**src/sv/rdh_pkg.sv**
```systemverilog
package rdh_pkg;

  localparam int unsigned HdrBytes     = 12;
  localparam int unsigned FuHdrAt      = 13;
  localparam logic [4:0]  FuAType      = 5'd28;
  localparam int unsigned CmdQDepth    = 2;
  localparam logic [2:0]  ScCodeLast   = 3'd3;
  localparam logic [2:0]  ScLastStep   = 3'd4;
  localparam logic [7:0]  ScCodeOne    = 8'h01;

  typedef struct packed {
    logic [7:0] data_byte;
    logic       packet_end;
  } in_req_t;

  typedef struct packed {
    logic [7:0] out_byte;
    logic       byte_valid;
    logic       unit_done;
    logic       drop_partial;
    logic       run_last;
  } out_res_t;

  typedef enum logic [1:0] {
    CMD_BYTE   = 2'd0,
    CMD_SC     = 2'd1,
    CMD_MARKER = 2'd2
  } cmd_kind_e;

  // One classified packet byte, expanded by the back end into its results.
  typedef struct packed {
    cmd_kind_e  kind;
    logic [7:0] data;
    logic       drop;
    logic       done;
  } cmd_t;

endpackage

```
**src/sv/rtp_h264_depacketizer_core.sv**
```systemverilog
// RTP H.264 depacketizer: takes RTP packet bytes one per request with a last-byte
// mark, drops the 12-byte RTP header and writes an Annex B byte stream, rebuilding
// FU-A fragments into whole NAL units. The front end classifies each byte
// combinationally and posts a command into a two-entry queue; the back end turns
// each command into its results through an output register, one result per cycle
// while the output is not held by out_ready_i. Most bytes give one result; the NAL
// header of a single NAL packet and the FU header of a start fragment each expand
// to five results (start code plus header), so those bytes hold the back end until
// all five are out, and the queue lets following bytes be taken meanwhile. Header
// bytes are accepted without producing results. There is no clearing pass after reset.
module rtp_h264_depacketizer_core #(
  parameter int unsigned MAX_PACKET_BYTES = 2048
) (
  input  logic              clk_i,
  input  logic              rst_ni,
  input  logic              in_valid_i,
  output logic              in_ready_o,
  input  rdh_pkg::in_req_t  in_req_i,
  output logic              out_valid_o,
  input  logic              out_ready_i,
  output rdh_pkg::out_res_t out_res_o
);
  import rdh_pkg::*;

  logic push;
  logic pop;
  logic q_empty;
  logic q_full;
  cmd_t push_cmd;
  cmd_t head_cmd;

  rdh_front #(
    .MAX_PACKET_BYTES(MAX_PACKET_BYTES)
  ) u_front (
    .clk_i     (clk_i),
    .rst_ni    (rst_ni),
    .in_valid_i(in_valid_i),
    .in_req_i  (in_req_i),
    .q_full_i  (q_full),
    .in_ready_o(in_ready_o),
    .push_o    (push),
    .cmd_o     (push_cmd)
  );

  rdh_cmd_fifo u_queue (
    .clk_i      (clk_i),
    .rst_ni     (rst_ni),
    .push_i     (push),
    .push_data_i(push_cmd),
    .pop_i      (pop),
    .head_o     (head_cmd),
    .empty_o    (q_empty),
    .full_o     (q_full)
  );

  rdh_back u_back (
    .clk_i      (clk_i),
    .rst_ni     (rst_ni),
    .q_empty_i  (q_empty),
    .head_i     (head_cmd),
    .pop_o      (pop),
    .out_valid_o(out_valid_o),
    .out_ready_i(out_ready_i),
    .out_res_o  (out_res_o)
  );

endmodule

```
**src/sv/rdh_front.sv**
```systemverilog
module rdh_front #(
  parameter int unsigned MAX_PACKET_BYTES = 2048
) (
  input  logic            clk_i,
  input  logic            rst_ni,
  input  logic            in_valid_i,
  input  rdh_pkg::in_req_t in_req_i,
  input  logic            q_full_i,
  output logic            in_ready_o,
  output logic            push_o,
  output rdh_pkg::cmd_t   cmd_o
);
  import rdh_pkg::*;

  localparam int unsigned IdxW = $clog2(MAX_PACKET_BYTES);
  localparam logic [IdxW-1:0] IdxMax = IdxW'(MAX_PACKET_BYTES - 1);
  localparam logic [IdxW-1:0] IdxHdr = IdxW'(HdrBytes);
  localparam logic [IdxW-1:0] IdxFu  = IdxW'(FuHdrAt);

  logic [IdxW-1:0] byte_index_q, byte_index_d;
  logic            frag_mode_q, frag_mode_d;
  logic [2:0]      saved_f_nri_q, saved_f_nri_d;
  logic            frag_end_seen_q, frag_end_seen_d;
  logic            frag_open_q, frag_open_d;
  logic            accept;
  logic            has_cmd;
  cmd_t            cmd;
  logic [7:0]      b;
  logic            last;

  assign in_ready_o = !q_full_i;
  assign accept     = in_valid_i && in_ready_o;
  assign b          = in_req_i.data_byte;
  assign last       = in_req_i.packet_end;

  always_comb begin
    byte_index_d    = byte_index_q;
    frag_mode_d     = frag_mode_q;
    saved_f_nri_d   = saved_f_nri_q;
    frag_end_seen_d = frag_end_seen_q;
    frag_open_d     = frag_open_q;
    has_cmd         = 1'b0;
    cmd             = '{kind: CMD_BYTE, data: b, drop: 1'b0, done: 1'b0};

    if (byte_index_q < IdxHdr) begin
      has_cmd = 1'b0;
    end else if (byte_index_q == IdxHdr) begin
      if (b[4:0] == FuAType) begin
        frag_mode_d     = 1'b1;
        saved_f_nri_d   = b[7:5];
        frag_end_seen_d = 1'b0;
      end else begin
        // A single NAL unit cuts off any fragmented unit still open.
        frag_mode_d = 1'b0;
        frag_open_d = 1'b0;
        has_cmd     = 1'b1;
        cmd         = '{kind: CMD_SC, data: b, drop: frag_open_q, done: last};
      end
    end else if (frag_mode_q && byte_index_q == IdxFu) begin
      frag_end_seen_d = b[6];
      if (b[7]) begin
        has_cmd = 1'b1;
        cmd     = '{kind: CMD_SC, data: {saved_f_nri_q, b[4:0]}, drop: 1'b0,
                    done: last && b[6]};
        frag_open_d = !(last && b[6]);
      end else if (last && b[6]) begin
        has_cmd     = 1'b1;
        cmd         = '{kind: CMD_MARKER, data: 8'h00, drop: 1'b0, done: 1'b1};
        frag_open_d = 1'b0;
      end
    end else begin
      has_cmd  = 1'b1;
      cmd.done = last && (frag_mode_q ? frag_end_seen_q : 1'b1);
      if (cmd.done) begin
        frag_open_d = 1'b0;
      end
    end

    if (last) begin
      byte_index_d = '0;
    end else if (byte_index_q < IdxMax) begin
      byte_index_d = byte_index_q + 1'b1;
    end
  end

  assign push_o = accept && has_cmd;
  assign cmd_o  = cmd;

  always_ff @(posedge clk_i or negedge rst_ni) begin
    if (!rst_ni) begin
      byte_index_q    <= '0;
      frag_mode_q     <= 1'b0;
      saved_f_nri_q   <= 3'd0;
      frag_end_seen_q <= 1'b0;
      frag_open_q     <= 1'b0;
    end else if (accept) begin
      byte_index_q    <= byte_index_d;
      frag_mode_q     <= frag_mode_d;
      saved_f_nri_q   <= saved_f_nri_d;
      frag_end_seen_q <= frag_end_seen_d;
      frag_open_q     <= frag_open_d;
    end
  end

endmodule

```
**src/sv/rdh_cmd_fifo.sv**
```systemverilog
module rdh_cmd_fifo (
  input  logic          clk_i,
  input  logic          rst_ni,
  input  logic          push_i,
  input  rdh_pkg::cmd_t push_data_i,
  input  logic          pop_i,
  output rdh_pkg::cmd_t head_o,
  output logic          empty_o,
  output logic          full_o
);
  import rdh_pkg::*;

  localparam int unsigned PtrW = $clog2(CmdQDepth);
  localparam int unsigned CntW = $clog2(CmdQDepth + 1);
  localparam logic [CntW-1:0] CntFull = CntW'(CmdQDepth);

  cmd_t            mem_q [CmdQDepth];
  logic [PtrW-1:0] wr_ptr_q, rd_ptr_q;
  logic [CntW-1:0] count_q;

  assign empty_o = (count_q == '0);
  assign full_o  = (count_q == CntFull);
  assign head_o  = mem_q[rd_ptr_q];

  always_ff @(posedge clk_i or negedge rst_ni) begin
    if (!rst_ni) begin
      wr_ptr_q <= '0;
      rd_ptr_q <= '0;
      count_q  <= '0;
    end else begin
      if (push_i) begin
        wr_ptr_q <= (wr_ptr_q == PtrW'(CmdQDepth - 1)) ? '0 : wr_ptr_q + 1'b1;
      end
      if (pop_i) begin
        rd_ptr_q <= (rd_ptr_q == PtrW'(CmdQDepth - 1)) ? '0 : rd_ptr_q + 1'b1;
      end
      if (push_i && !pop_i) begin
        count_q <= count_q + 1'b1;
      end else if (pop_i && !push_i) begin
        count_q <= count_q - 1'b1;
      end
    end
  end

  always_ff @(posedge clk_i) begin
    if (push_i) begin
      mem_q[wr_ptr_q] <= push_data_i;
    end
  end

`ifndef SYNTHESIS
  a_no_overflow: assert property (@(posedge clk_i) disable iff (!rst_ni)
    !(push_i && full_o))
    else $error("command queue written while full");
  a_no_underflow: assert property (@(posedge clk_i) disable iff (!rst_ni)
    !(pop_i && empty_o))
    else $error("command queue read while empty");
  a_count_bound: assert property (@(posedge clk_i) disable iff (!rst_ni)
    count_q <= CntFull)
    else $error("command queue count out of range");
`endif

endmodule

```
**src/sv/rdh_back.sv**
```systemverilog
module rdh_back (
  input  logic              clk_i,
  input  logic              rst_ni,
  input  logic              q_empty_i,
  input  rdh_pkg::cmd_t     head_i,
  output logic              pop_o,
  output logic              out_valid_o,
  input  logic              out_ready_i,
  output rdh_pkg::out_res_t out_res_o
);
  import rdh_pkg::*;

  logic [2:0] step_q;
  logic       out_valid_q;
  out_res_t   out_q;
  out_res_t   res;
  logic       res_last;
  logic       load;

  assign load = !q_empty_i && (!out_valid_q || out_ready_i);

  always_comb begin
    res      = '{out_byte: 8'h00, byte_valid: 1'b1, unit_done: 1'b0,
                 drop_partial: 1'b0, run_last: 1'b0};
    res_last = 1'b1;
    case (head_i.kind)
      CMD_BYTE: begin
        res.out_byte  = head_i.data;
        res.unit_done = head_i.done;
        res.run_last  = 1'b1;
      end
      CMD_SC: begin
        // Start code 00 00 00 01, then the NAL header byte.
        res_last = (step_q == ScLastStep);
        if (step_q == '0) begin
          res.drop_partial = head_i.drop;
        end else if (step_q == ScCodeLast) begin
          res.out_byte = ScCodeOne;
        end else if (step_q == ScLastStep) begin
          res.out_byte  = head_i.data;
          res.unit_done = head_i.done;
          res.run_last  = 1'b1;
        end
      end
      CMD_MARKER: begin
        res.byte_valid = 1'b0;
        res.unit_done  = head_i.done;
        res.run_last   = 1'b1;
      end
      default: begin
        res.byte_valid = 1'b0;
        res.run_last   = 1'b1;
      end
    endcase
  end

  assign pop_o       = load && res_last;
  assign out_valid_o = out_valid_q;
  assign out_res_o   = out_q;

  always_ff @(posedge clk_i or negedge rst_ni) begin
    if (!rst_ni) begin
      step_q      <= '0;
      out_valid_q <= 1'b0;
    end else begin
      if (load) begin
        out_valid_q <= 1'b1;
        step_q      <= res_last ? 3'd0 : step_q + 3'd1;
      end else if (out_ready_i) begin
        out_valid_q <= 1'b0;
      end
    end
  end

  always_ff @(posedge clk_i) begin
    if (load) begin
      out_q <= res;
    end
  end

`ifndef SYNTHESIS
  a_marker_zero: assert property (@(posedge clk_i) disable iff (!rst_ni)
    out_valid_q && !out_q.byte_valid |-> out_q.out_byte == 8'h00 && out_q.run_last)
    else $error("marker-only result carries a byte");
  a_drop_first: assert property (@(posedge clk_i) disable iff (!rst_ni)
    out_valid_q && out_q.drop_partial |-> out_q.byte_valid && out_q.out_byte == 8'h00
      && !out_q.run_last)
    else $error("drop flag outside the first start code byte");
  a_done_last: assert property (@(posedge clk_i) disable iff (!rst_ni)
    out_valid_q && out_q.unit_done |-> out_q.run_last)
    else $error("unit end on a result that is not the last of its byte");
  a_step_range: assert property (@(posedge clk_i) disable iff (!rst_ni)
    step_q != 3'd0 |-> !q_empty_i && head_i.kind == CMD_SC && step_q <= ScLastStep)
    else $error("start sequence step without a start command");
`endif

endmodule
```
**config.mk**
```make
export PLATFORM = sky130hd
export DESIGN_NAME = rtp_h264_depacketizer_core
export DESIGN_NICKNAME = d
export VERILOG_FILES = /design/src/sv/rdh_pkg.sv /design/src/sv/rtp_h264_depacketizer_core.sv /design/src/sv/rdh_front.sv /design/src/sv/rdh_cmd_fifo.sv /design/src/sv/rdh_back.sv
export SDC_FILE = /design/constraint.sdc
export NUM_CORES = 1
export LEC_CHECK = 0
export BUFFER_PORTS_ARGS = -buffer_cell sky130_fd_sc_hd__buf_2
export CAP_MARGIN = 30
export CORE_MARGIN = 2
export CORE_UTILIZATION = 58
export DETAILED_ROUTE_END_ITERATION = 10
export PLACE_DENSITY_LB_ADDON = 0.15
export SLEW_MARGIN = 0
export SYNTH_ARGS = -nofsm -noshare
export SYNTH_HDL_FRONTEND = slang
export SYNTH_SLANG_ARGS = --single-unit
export TNS_END_PERCENT = 50
```
**constraint.sdc**
```tcl
create_clock -name clk_i -period 3.7 [get_ports clk_i]
set_clock_uncertainty 0.15 [all_clocks]
set_input_delay 0.185 -clock clk_i [delete_from_list [all_inputs] [get_ports clk_i]]
set_output_delay 0.185 -clock clk_i [all_outputs]
set_load 0.05 [all_outputs]
```
==> results of run 1 <==
-- flip-flops by register name, indices dropped and copies added (netlist names), 2 cells and up --
name	cells
u_front.byte_index_q	11
u_queue.mem_q	24
u_back.out_res_o	12
u_queue.count_q	2
u_front.saved_f_nri_q	3
u_back.step_q	3
-- logic make-up after synthesis --
logic type	after synthesis	synth area share, %
AO/OA/AOI/OAI	40	8.58
XOR/XNOR	10	3.09
adder cells (fa/ha/maj)	7	3.09
buffers and inverters	18	2.39
flip-flops	61	60.3
multiplexers	15	5.48
AND/OR/NAND/NOR	93	17.1
-- power breakdown --
part	leakage, nW	switching (mW)	internal, mW
sequential	0.662	0.102	0.855
combinational	0.586	0.469	0.195
clock	0.0824	0.266	0.237
total	1.33	0.837	1.29
-- through the flow --
| step | instances | util, % | hold slack (ns) | power, mW | area [um^2] |
|---|---|---|---|---|---|
| 2_1_floorplan | 244 | - | -0.261 | 1.48 | 2830 |
| 3_3_place_gp | 334 | 64.4 | 0.0603 | 1.62 | 3040 |
| 3_5_place_dp | 334 | 64.4 | 0.0519 | 1.64 | 3040 |
| 4_1_cts | 354 | 68.7 | 0.00415 | 2.14 | 3250 |
| 5_1_grt | 354 | 68.7 | 0.0163 | 2.24 | 3250 |
| 6_report | 354 | 68.7 | 0.0125 | 2.12 | 3250 |
-- metal layers --
metal,global-route usage (%),wire [um]
met3,7.00,157
met1,27.2,2300
met2,36.3,2660
met4,12.3,139
met5,0,0
-- worst min-delay path by stage --
stage,start,slack [ns],to,depth (start not counted)
after global placement,rst_ni,0.06,u_front.byte_index_q[2],1
after floorplan,rst_ni,-0.26,u_back.out_valid_o,0
after detailed placement,rst_ni,0.05,u_front.byte_index_q[10],1
after global routing,in_req_i[2],0.02,u_queue.mem_q[0][3],2
after CTS,in_req_i[4],0.004,u_queue.mem_q[1][5],2
final,in_req_i[4],0.01,u_queue.mem_q[1][5],2
-- cells in the final DEF, fill, tap and decap left out, types with 4 or more instances in the layout --
master,n
dlygate4sd3_1,4
inv_1,13
edfxtp_1,36
nor3_1,7
nand4_1,4
a21oi_1,12
nand3_1,9
ha_1,7
o22ai_1,4
clkbuf_8,9
nand2_1,21
nor2_1,23
dfrtp_1,25
o21ai_0,11
xnor2_1,7
and2_1,8
buf_2,26
mux2i_1,11
-- layout make-up --
cell class	count	area [um^2]	area share, %
sequential	61	1710	52.6
multi-input combinational	165	1060	32.5
timing repair buffer	32	185	5.70
clock buffer	9	124	3.82
tap	67	83.8	2.58
inverter	13	48.8	1.50
clock inverter	7	42.5	1.31
==> metrics.md, run 1 <==
| Metric | Value |
|---|---|
| Vias/cell | 5.46 |
| CP endpoint kind | flop |
| Initial antenna violation count | 0 |
| CP startpoint | u_front.byte_index_q[0] |
| Yosys warns | 0 |
| Final #Nets | 302 |
| Final Worst Setup Slack | 1.13 ns |
| #FFs+latches synth | 61 |
| Top FF cell, synth | edfxtp_1 |
| Ys async rst share | 41.0% |
| Cell taking the most area after synthesis | edfxtp_1 |
| Clock tree from TritonCTS | built |
| Port bufs | 26 |
| Final setup TNS | 0 ns |
| Drt wl/cell | 14.8 um |
| Final min period | 2.57 ns |
| DRT Pass-1 Iters | 4 |
| Total wire length | 5250 um |
| Maximum buffer depth of the clock tree | 2 |
| Residual DRC | 0 |
| Die W | 73.9 um |
| Max_slew headroom | 52.6% |
| Worst path depth | 7 |
| Post-synth top area share | 38.2% |
| Die height | 73.9 um |
| Fmax | 389 MHz |
| WP buf/inv | 1 |
| Core ar. | 4720 um^2 |
| RSZ-0062 raised after global routing | no |
| Crit path to | u_queue.mem_q[1][8] |
| N_diodes | 0 |
| Final setup fails | 0 |
| Worst-Margin Slew | 0.711 ns |
| Post-Syn Area | 2830 um^2 |
| Vias in the first global route | 1928 |
| Clk root buf | clkbuf_8 |
| Max IR drop VDD | 0.299 mV |
| Clk Latency, worst-skew pair | 0.34 ns |
| Syn Inst Count | 244 |
| Post-DP HPWL | 3650 um |
| Total Die Area | 5450 um^2 |
| Global Route Usage Sum | 22.6% |
| Filler cells | 363 |
| Post-CTS setup buffers | 0 |
| Proportion of layout cells with a drive suffix above 1 | 17.4% |
| R2R Path End | u_queue.mem_q[1][8] |
| Critical path peak fanout | 12 |
| Synth top area cells | edfxtp_1 38%, dfrtp_1 22%, mux2i_1 3.9% |
| Leak pwr | 1.33 nW |
| Critical path type | reg -> reg |
| Critical Path Slowest Stage Cell | and2_1 |
| Netlist cell types | 45 |
| Largest net degree at the start of global routing | 26 |
| Final period util | 69.5% |
| Starting DRT DRC Count | 93 |
| Crit path DAT | 2.40 ns |
| Post-synth EDFFs | 36 |
| Worst setup SP type | flop |
| Mapped Avg Cell Area | 11.6 um^2 |
| Worst-path cell chain | inv_1 > ha_1 > and3b_1 > a21oi_1 > a21oi_1 > nor2_1 > and2_1 |
| Pre-CTS setup slack | 1.14 ns |
| # rows | 25 |
| R2R setup slack | 1.13 ns |
| Max cap viols | 0 |
| Max-slew violation count | 0 |
| Net count after synthesis | 264 |
| Initial core utilization | 59.9% |
| # IOs | 27 |
| Worst r2r path cells | 7 |
| GP Congestion | 0.855 |
| CTS resizes | 0 |
| Crit path required time | 3.53 ns |
| Reg2reg start | u_front.byte_index_q[0] |
| Post-route ant nets | 0 |
| Worst Hold Class | in -> reg |
| H-Tree Level Count | 3 |
| Outcome | finished clean |
| CP top delay family | simple AND/OR/NAND/NOR gates |
| Clk slew on worst S/H paths | 0.07 ns |
| CP peak stage delay | 0.52 ns |
| Commonest cells post-synth | 36 x edfxtp_1, 25 x dfrtp_1, 23 x nor2_1 |
| Post-synthesis sequential area ratio | 60.3% |
| Vias | 1933 |
| Final Hold Fails | 0 |
| Most common cell in the netlist | edfxtp_1 |
| Layout area overhead | 14.7% |
| CP dominant cell by count | a21oi_1 |
| Grt total ovfl | 0 |
| TritonCTS Sinks | 61 |
| CTS buffer count | 9 |
| Global-route wire length before repair | 8860 um |
| Pwr Density | 654 nW/um^2 |
| CTS Hold Bufs | 4 |
Note: power is estimated with default switching activity, not from simulation.
==> run 2, diff against run 1 <==
- clock period: 3.7 -> 2.4 ns (I/O delays scaled with it)
==> metrics.md, run 2 (synthesis results as in run 1) <==
| Metric | Value |
|---|---|
| Most frequent cells in the layout | 36 x edfxtp_1, 26 x buf_2, 25 x dfrtp_1, 22 x buf_4 |
| Vias/cell | 5.48 (+0.29%) |
| Final Worst Setup Slack | -0.0630 ns (-1.19 ns) |
| Final Hold Fails | 0 (unchanged) |
| Critical path type | reg -> reg |
| # IOs | 27 (unchanged) |
| GP Congestion | 0.798 (-6.7%) |
| Clk slew on worst S/H paths | 0.07 ns (about the same) |
| Max cap viols | 0 (unchanged) |
| Routed metal-1 wire length | 2350 um (+2.6%) |
| Port bufs | 26 (unchanged) |
| CP endpoint kind | flop |
| Routed wl met3 | 178 um (+13%) |
| Largest Register | u_queue.mem_q |
| Layout area overhead | 25.6% |
| DRT Pass-1 Iters | 4 (unchanged) |
| Failing checks | setup timing |
| # rows | 25 (unchanged) |
| Met2 routed WL | 3050 um (+15%) |
| Final hold slack | 0.158 ns (+0.146 ns) |
| Die W | 73.9 um (unchanged) |
| Max IR drop VDD | 0.516 mV (+73%) |
| Final setup fails | 2 (+2) |
| Worst Hold Class | in -> async |
| CTS buffer count | 9 (unchanged) |
| Post-DP HPWL | 3980 um (+9.1%) |
| Vias in the first global route | 2109 (+9.4%) |
| Max-slew violation count | 0 (unchanged) |
| Initial antenna violation count | 0 (unchanged) |
| Top sig layer | met4 |
| Pwr Density | 995 nW/um^2 (+52%) |
| Drt wl/cell | 15.0 um (+1.2%) |
| Most common cell after layout, fill and taps aside | edfxtp_1 |
| Initial core utilization | 59.9% (unchanged) |
| Core ar. | 4720 um^2 (unchanged) |
| Worst-Margin Slew | 0.617 ns (-0.0932 ns) |
| Total wire length | 5730 um (+9.2%) |
| Clk Latency, worst-skew pair | 0.34 ns (about the same) |
| Total Die Area | 5450 um^2 (unchanged) |
| Global Route Usage Sum | 23.6% (+0.96 points) |
| Final min period | 2.46 ns (-0.110 ns) |
| Residual DRC | 0 (unchanged) |
| Final #Nets | 330 (+9.3%) |
| Post-route ant nets | 0 (unchanged) |
| Proportion of layout cells with a drive suffix above 1 | 25.7% (+8.3 points) |
| Crit path DAT | 2.58 ns (+0.18 ns) |
| Vias | 2092 (+8.2%) |
| Crit path required time | 2.51 ns (-1.02 ns) |
| Final setup TNS | -0.0919 ns (-0.0919 ns) |
| Largest net degree at the start of global routing | 26 (unchanged) |
| Filler cells | 324 (-11%) |
| Critical path peak fanout | 3 (-9) |
| Global-route wire length before repair | 9380 um (+5.8%) |
| Clk root buf | clkbuf_8 |
| H-Tree Level Count | 3 (unchanged) |
| Leak pwr | 1.49 nW (+12%) |
| N_diodes | 0 (unchanged) |
| Maximum buffer depth of the clock tree | 2 (unchanged) |
| Die height | 73.9 um (unchanged) |
| TritonCTS Sinks | 61 (unchanged) |
| RSZ-0062 raised after global routing | yes |
| Grt total ovfl | 0 (unchanged) |
| Starting DRT DRC Count | 109 (+17%) |
| Fmax | 406 MHz (+4.5%) |
| Outcome | complete, but fails checks |
| Clock tree from TritonCTS | built |
| Worst setup SP type | flop |
| Final period util | 103% (+33 points) |
| Largest register FFs | 24 (unchanged) |
| Max_slew headroom | 58.7% (+6.1 points) |
==> run 2: critical path: stages, from the launching register on <==
cell and delay [ns]:
dfrtp_1 0.38, or4_4 0.54, or2_4 0.26, a21oi_2 0.20
nor2_1 0.08, buf_4 0.15, ha_1 0.33, nor2_2 0.14
xor2_1 0.16
==> run 2: per-stage QoR <==
step	total power, mW	instances	util [%]	setup slack, ns	area, um^2
final	3.54	382	75.3	-0.0630	3550
after global routing	3.72	382	75.3	-0.156	3550
after detailed placement	2.62	353	67.6	-0.153	3190
after floorplan	2.29	244	-	0.0268	2840
after global placement	2.59	353	67.6	-0.0148	3190
after CTS	3.55	382	74.8	-0.0237	3530
==> run 2: routing by layer <==
layer | vias to the layer above | GRT usage [%]
met1 | 991 | 26.9
met5 | - | 0
met2 | 64 | 41.4
met3 | 14 | 4.39
met4 | 0 | 13.1
li1 | 1023 | -
==> run 2: worst paths after layout <==
path	startpoint	to	slack, ns	cells past startpoint
max	u_front.byte_index_q[10]	u_queue.count_q[1]	-0.06	8
min	rst_ni	u_queue.wr_ptr_q	0.16	2
max reg2reg	u_front.byte_index_q[10]	u_queue.count_q[1]	-0.06	8
min reg2reg	u_front.frag_open_q	u_front.frag_open_q	0.35	1
max in group asynchronous	rst_ni	u_front.byte_index_q[3]	1.56	2
min in group clk_i	u_front.frag_open_q	u_front.frag_open_q	0.35	1
==> run 2: layout make-up <==
| type | count | area [um^2] | area share [%] |
|---|---|---|---|
| Multi-Input combinational cell | 165 | 1100 | 31.0 |
| Inverter | 13 | 48.8 | 1.37 |
| Tap cell | 67 | 83.8 | 2.36 |
| Clock buffer | 9 | 124 | 3.48 |
| Timing Repair Buffer | 60 | 415 | 11.7 |
| Sequential cell | 61 | 1710 | 48.0 |
| Clock inverter | 7 | 73.8 | 2.08 |
==> run 2: report_power, final <==
| part | internal, mW | switching [mW] | leakage (nW) |
|---|---|---|---|
| clock network | 0.484 | 0.426 | 0.100 |
| logic | 0.384 | 0.820 | 0.725 |
| registers | 1.32 | 0.103 | 0.662 |
==> run 2: timing repair <==
action	CTS	global route
setup endpoints to repair	15	29
hold buffers	12	0
resized for setup	4	5
pin swaps	3	0
buffers inserted	1	0
hold endpoints to repair	44	0
